**src/mcc_pkg.sv**
```systemverilog
package mcc_pkg;

   localparam int NUM_PROCS       = 4;
   localparam int LINES_PER_CACHE = 8;
   localparam int MEM_WORDS       = 256;
   localparam int WORD_BITS       = 64;
   localparam int PROC_W          = 2;
   localparam int SLOT_W          = 3;
   localparam int ADDR_W          = 8;
   localparam int IDX_W           = PROC_W + SLOT_W;
   localparam int NLINES          = NUM_PROCS * LINES_PER_CACHE;

   typedef enum logic [1:0] {
      MESI_I = 2'd0,
      MESI_S = 2'd1,
      MESI_E = 2'd2,
      MESI_M = 2'd3
   } mesi_type;

   typedef enum logic [2:0] {
      ST_IDLE,
      ST_LOOK,
      ST_COMMIT,
      ST_EVICT,
      ST_DONE
   } state_type;

   typedef struct packed {
      logic capture;
      logic look;
      logic commit;
      logic evict;
      logic load_rsp;
   } ctrl_cmd_type;

   typedef struct packed {
      logic evict_pending;
      logic out_free;
   } dp_status_type;

endpackage

```
**src/mcc_ctrl.sv**
```systemverilog
module mcc_ctrl import mcc_pkg::*; (
   input  logic          clock,
   input  logic          reset,
   input  logic          req_valid,
   output logic          req_stall,
   input  dp_status_type status,
   output ctrl_cmd_type  cmd
);

   state_type state_ff, state_in;

   always_ff @(posedge clock) begin
      if (reset) begin
         state_ff <= ST_IDLE;
      end else begin
         state_ff <= state_in;
      end
   end

   always_comb begin
      state_in  = state_ff;
      cmd       = '0;
      req_stall = 1'b1;
      case (state_ff)
         ST_IDLE: begin
            req_stall = 1'b0;
            if (req_valid) begin
               cmd.capture = 1'b1;
               state_in    = ST_LOOK;
            end
         end
         ST_LOOK: begin
            cmd.look = 1'b1;
            state_in = ST_COMMIT;
         end
         ST_COMMIT: begin
            cmd.commit = 1'b1;
            state_in   = status.evict_pending ? ST_EVICT : ST_DONE;
         end
         ST_EVICT: begin
            cmd.evict = 1'b1;
            state_in  = ST_DONE;
         end
         ST_DONE: begin
            if (status.out_free) begin
               cmd.load_rsp = 1'b1;
               state_in     = ST_IDLE;
            end
         end
         default: begin
            state_in = ST_IDLE;
         end
      endcase
   end

endmodule

```
**config.mk**
```make
export PLATFORM = sky130hd
export DESIGN_NAME = mcc_ctrl
export DESIGN_NICKNAME = d
export VERILOG_FILES = /design/src/mcc_pkg.sv /design/src/mcc_ctrl.sv
export SDC_FILE = /design/constraint.sdc
export NUM_CORES = 1
export LEC_CHECK = 0
export ABC_AREA = 0
export CORE_AREA = 2 2 39 41
export CTS_BUF_LIST = sky130_fd_sc_hd__clkbuf_8 sky130_fd_sc_hd__clkbuf_16
export CTS_CLUSTER_SIZE = 28
export DETAILED_ROUTE_END_ITERATION = 12
export DIE_AREA = 0 0 41 43
export DONT_BUFFER_PORTS = 1
export PLACE_DENSITY = 0.37
export SYNTH_ARGS = -nofsm -noshare
export SYNTH_HDL_FRONTEND = slang
export SYNTH_SLANG_ARGS = --single-unit
```
**constraint.sdc**
```tcl
create_clock -name clock -period 1.9 [get_ports clock]
set_clock_uncertainty 0.05 [all_clocks]
set_input_delay 0.19 -clock clock [delete_from_list [all_inputs] [get_ports clock]]
set_output_delay 0.19 -clock clock [all_outputs]
set_load 0.01 [all_outputs]
```
# Yosys cells after proc, flatten, opt, wreduce, memory -nomap -nowiden
# Cells that the tools add are included.
[classes] eq_ne=6 muxes=12 n_reduce_logical=2
[ops] cell="3-bit case mux with 5 select lines" n=1
[ops] cell="3-bit two-way mux" n=3
[ops] cell="1-bit two-way mux" n=8
[ops] cell="3-bit by 2-bit equality test with 1-bit output, second input constant" n=2
[ops] cell="2-bit != test, second input constant" n=2
[ops] cell="3-bit by 1-bit equality test with 1-bit output, second input constant" n=1
[ops] cell="3-bit equality test, second input constant" n=1
[ops] cell="3-bit zero test" n=1
[ops] cell="2-bit AND reduction" n=1
[totals] register_bits=3 input_bits=5 output_inout_bits=6

# Longest topological paths before layout
[depth] ltp_word=3 mapped_depth=4

# Worst setup path after synthesis
# OpenSTA, ideal clock, no wires.
[synth_timing] kind="register to output" startpoint="reg state_ff[1]" endpoint="out cmd[4] (netlist name)" arrival_time_ns=0.947 slack_ns=0.713 stages_incl_launch_ff=4 n_path_buf=1 cell_sequence="dfxtp_1 > buf_6 > or3_4 > nor2_2"
[synth_rtl] item="start: declaration" line_no="mcc_ctrl.sv:10" source="state_type state_ff, state_in;"
[synth_rtl] item="start signal: assignment" line_no="mcc_ctrl.sv:16" source="state_ff <= state_in;"
[synth_rtl] item="end: declaration" line_no="mcc_ctrl.sv:7" source="output ctrl_cmd_type cmd"

==> flow_metrics.tcl <==
set metrics [dict create \
    overflow 0 \
    slew_violations 0 \
    slowest_stage "or3_4" \
    core_um2 1380 \
    fin_nets 32 \
    stdcell_count 42 \
    layout-drive-gt1-share_pct 34.6 \
    avgSynthCellArea_um2 8.70 \
    path_max_fanout 9 \
    cp.required_ps 1660 \
    syn-instance-count 22 \
    num_antenna_cells 0 \
    yosysWarnings 0 \
    port_buffers 0 \
    antenna_found_initial 0 \
    p_switching_uw 63.9 \
    tightestPinTransition_ps 377 \
    track_usage_pct 6.02 \
    hold_path.class "input port to flop" \
    cts_root_buf "clkbuf_8" \
    swShare_pct 22.5 \
    p_leak_nw 0.100 \
    cts.hold.buffers_added 1 \
    drc 0 \
    wl_um 397 \
    start_kind "flop" \
    dp.cells 37 \
    area_growth_pct 33.3 \
    first_pass_iters 1 \
    cts_resized 0 \
    endpoint_kind "primary output" \
    post-dp-hpwl_um 321 \
    viasPerCell 3.88 \
    irDropWorstVdd_uv 219 \
    crit_buf_inv 0 \
    total_power_uw 284 \
    fmax_mhz 703 \
    min_period_over_period_pct 74.8 \
    dieHeight_um 43 \
    cts_buffer_depth 2 \
    rsz0062_at_grt "no" \
    wl_per_cell_um 9.45 \
    die_w_um 41 \
    crit_family "simple AND/OR/NAND/NOR gates" \
    p_per_area_nw_per_um2 1110 \
    p_comb_share_pct 10.9 \
    layout_commonest_cell "inv_1" \
    fin_tns_setup_ps 0 \
    clk_pin_slew_ps 30 \
    cp_cell_sequence "or3_4, nor2_2" \
    cts_setup_buffers 0 \
    io_pins 11 \
    ant_nets 0 \
    grt_pass1_vias 172 \
    numCtsBuffers 3 \
    dr.first_iter.drc_count 0 \
    reg_top3 "state_ff: 3 flops" \
    rows 14 \
    cts.htree.levels 1 \
    ys_types 16 \
    grt_pass1_wl_um 662 \
    power.clock.fraction_pct 62.7 \
    largest_register_ff_count 3 \
    cts.sinks 3 \
    regMostFlops "state_ff" \
    dieArea_um2 1760 \
    clk_latency_ps 210 \
    synth-seq-area-share_pct 31.4 \
    period_minus_slack_ps 1420 \
    synth_nets 27 \
    gp_congestion 0.539 \
    hold_viol 0 \
    worst_ep_arrival_time_ps 1180 \
    layout_common_cells "inv_1 (4), clkbuf_8 (3), dfxtp_1 (3)" \
    internal_power_uw 220 \
    via_count 163 \
    grt_max_degree 10 \
    cp_slowest_stage_delay_ps 450 \
    synth_seq_cells 3 \
    worst-setup-path-type "flop to primary output" \
    cts_tree "done" \
    finalSetupViolCount 0 \
    maxSlewHeadroom_pct 74.7 \
    status "finished, final reports clean" \
    syn_area_um2 191 \
    start_util_pct 13.8 \
    pwr-share-seq_pct 26.4 \
    max-cap-violations 0 \
]
[layout make-up]
class                           instances  area, um^2
Fill cell                             164        1130
Multi-Input combinational cell         15         109
Sequential cell                         3        60.1
Clock buffer                            3        41.3
Tap cell                               16        20.0
Inverter                                3        11.3
Timing Repair Buffer                    1        10.0
Clock inverter                          1        3.75
[metrics by stage]
step / setup slack [ps] / hold slack (ps) / util, % / area (um^2)
6_report: 478 / 167 / 18.4 / 255
5_1_grt: 427 / 173 / 18.4 / 255
4_1_cts: 477 / 171 / 18.4 / 255
3_5_place_dp: 706 / 213 / 14.5 / 200
3_3_place_gp: 710 / 212 / 14.5 / 200
2_1_floorplan: 713 / 210 / - / 191
[cell families (layout without fill, tap and decap cells)]
family / count (synthesis) / after routing / synth area share [%]
AND/OR/NAND/NOR: 12 / 12 / 42.5
buffers and inverters: 4 / 8 / 11.8
flip-flops: 3 / 3 / 31.4
multiplexers: 2 / 2 / 11.1
AO/OA/AOI/OAI: 1 / 1 / 3.27
[cell usage after synthesis, drive strengths merged]
| library cell | instances | share of area (%) |
|---|---|---|
| a31oi | 1 | 3.3 |
| and3 | 2 | 7.8 |
| buf | 1 | 5.9 |
| dfxtp | 3 | 31 |
| inv | 3 | 5.9 |
| mux2 | 1 | 5.9 |
| mux2i | 1 | 5.2 |
| nand2 | 1 | 2.0 |
| nand2b | 1 | 3.3 |
| nor2 | 2 | 5.2 |
| nor3 | 3 | 10 |
| nor4 | 1 | 3.3 |
| nor4b | 1 | 4.6 |
| or3 | 1 | 5.9 |
[worst paths after layout]
| path | from | slack, ps | cells after the start | end |
|---|---|---|---|---|
| max | state_ff[1]$_SDFFE_PP0P_ | 480 | 2 | cmd[4] |
| min | req_valid | 170 | 2 | state_ff[0]$_SDFFE_PP0P_ |
| max reg2reg | state_ff[1]$_SDFFE_PP0P_ | 840 | 2 | state_ff[1]$_SDFFE_PP0P_ |
| min reg2reg | state_ff[2]$_SDFFE_PP0P_ | 500 | 1 | state_ff[1]$_SDFFE_PP0P_ |
[layer usage]
layer	vias up	global-route usage, %	part of all wire [%]
li1	84	-	-
met1	71	6.11	37
met2	6	8.13	52
met3	2	1.57	6.3
met4	0	8.00	3.8
met5	-	0	0
[power groups by stage]
stage | Clock, mW | Sequential, mW | Combinational, mW
2_1_floorplan | 0 | 0.0718 | 0.0312
3_3_place_gp | 0 | 0.0752 | 0.0292
3_5_place_dp | 0 | 0.0756 | 0.0288
4_1_cts | 0.183 | 0.0747 | 0.0313
5_1_grt | 0.190 | 0.0760 | 0.0345
6_report | 0.178 | 0.0748 | 0.0308
(Power assumes the default switching activity.)
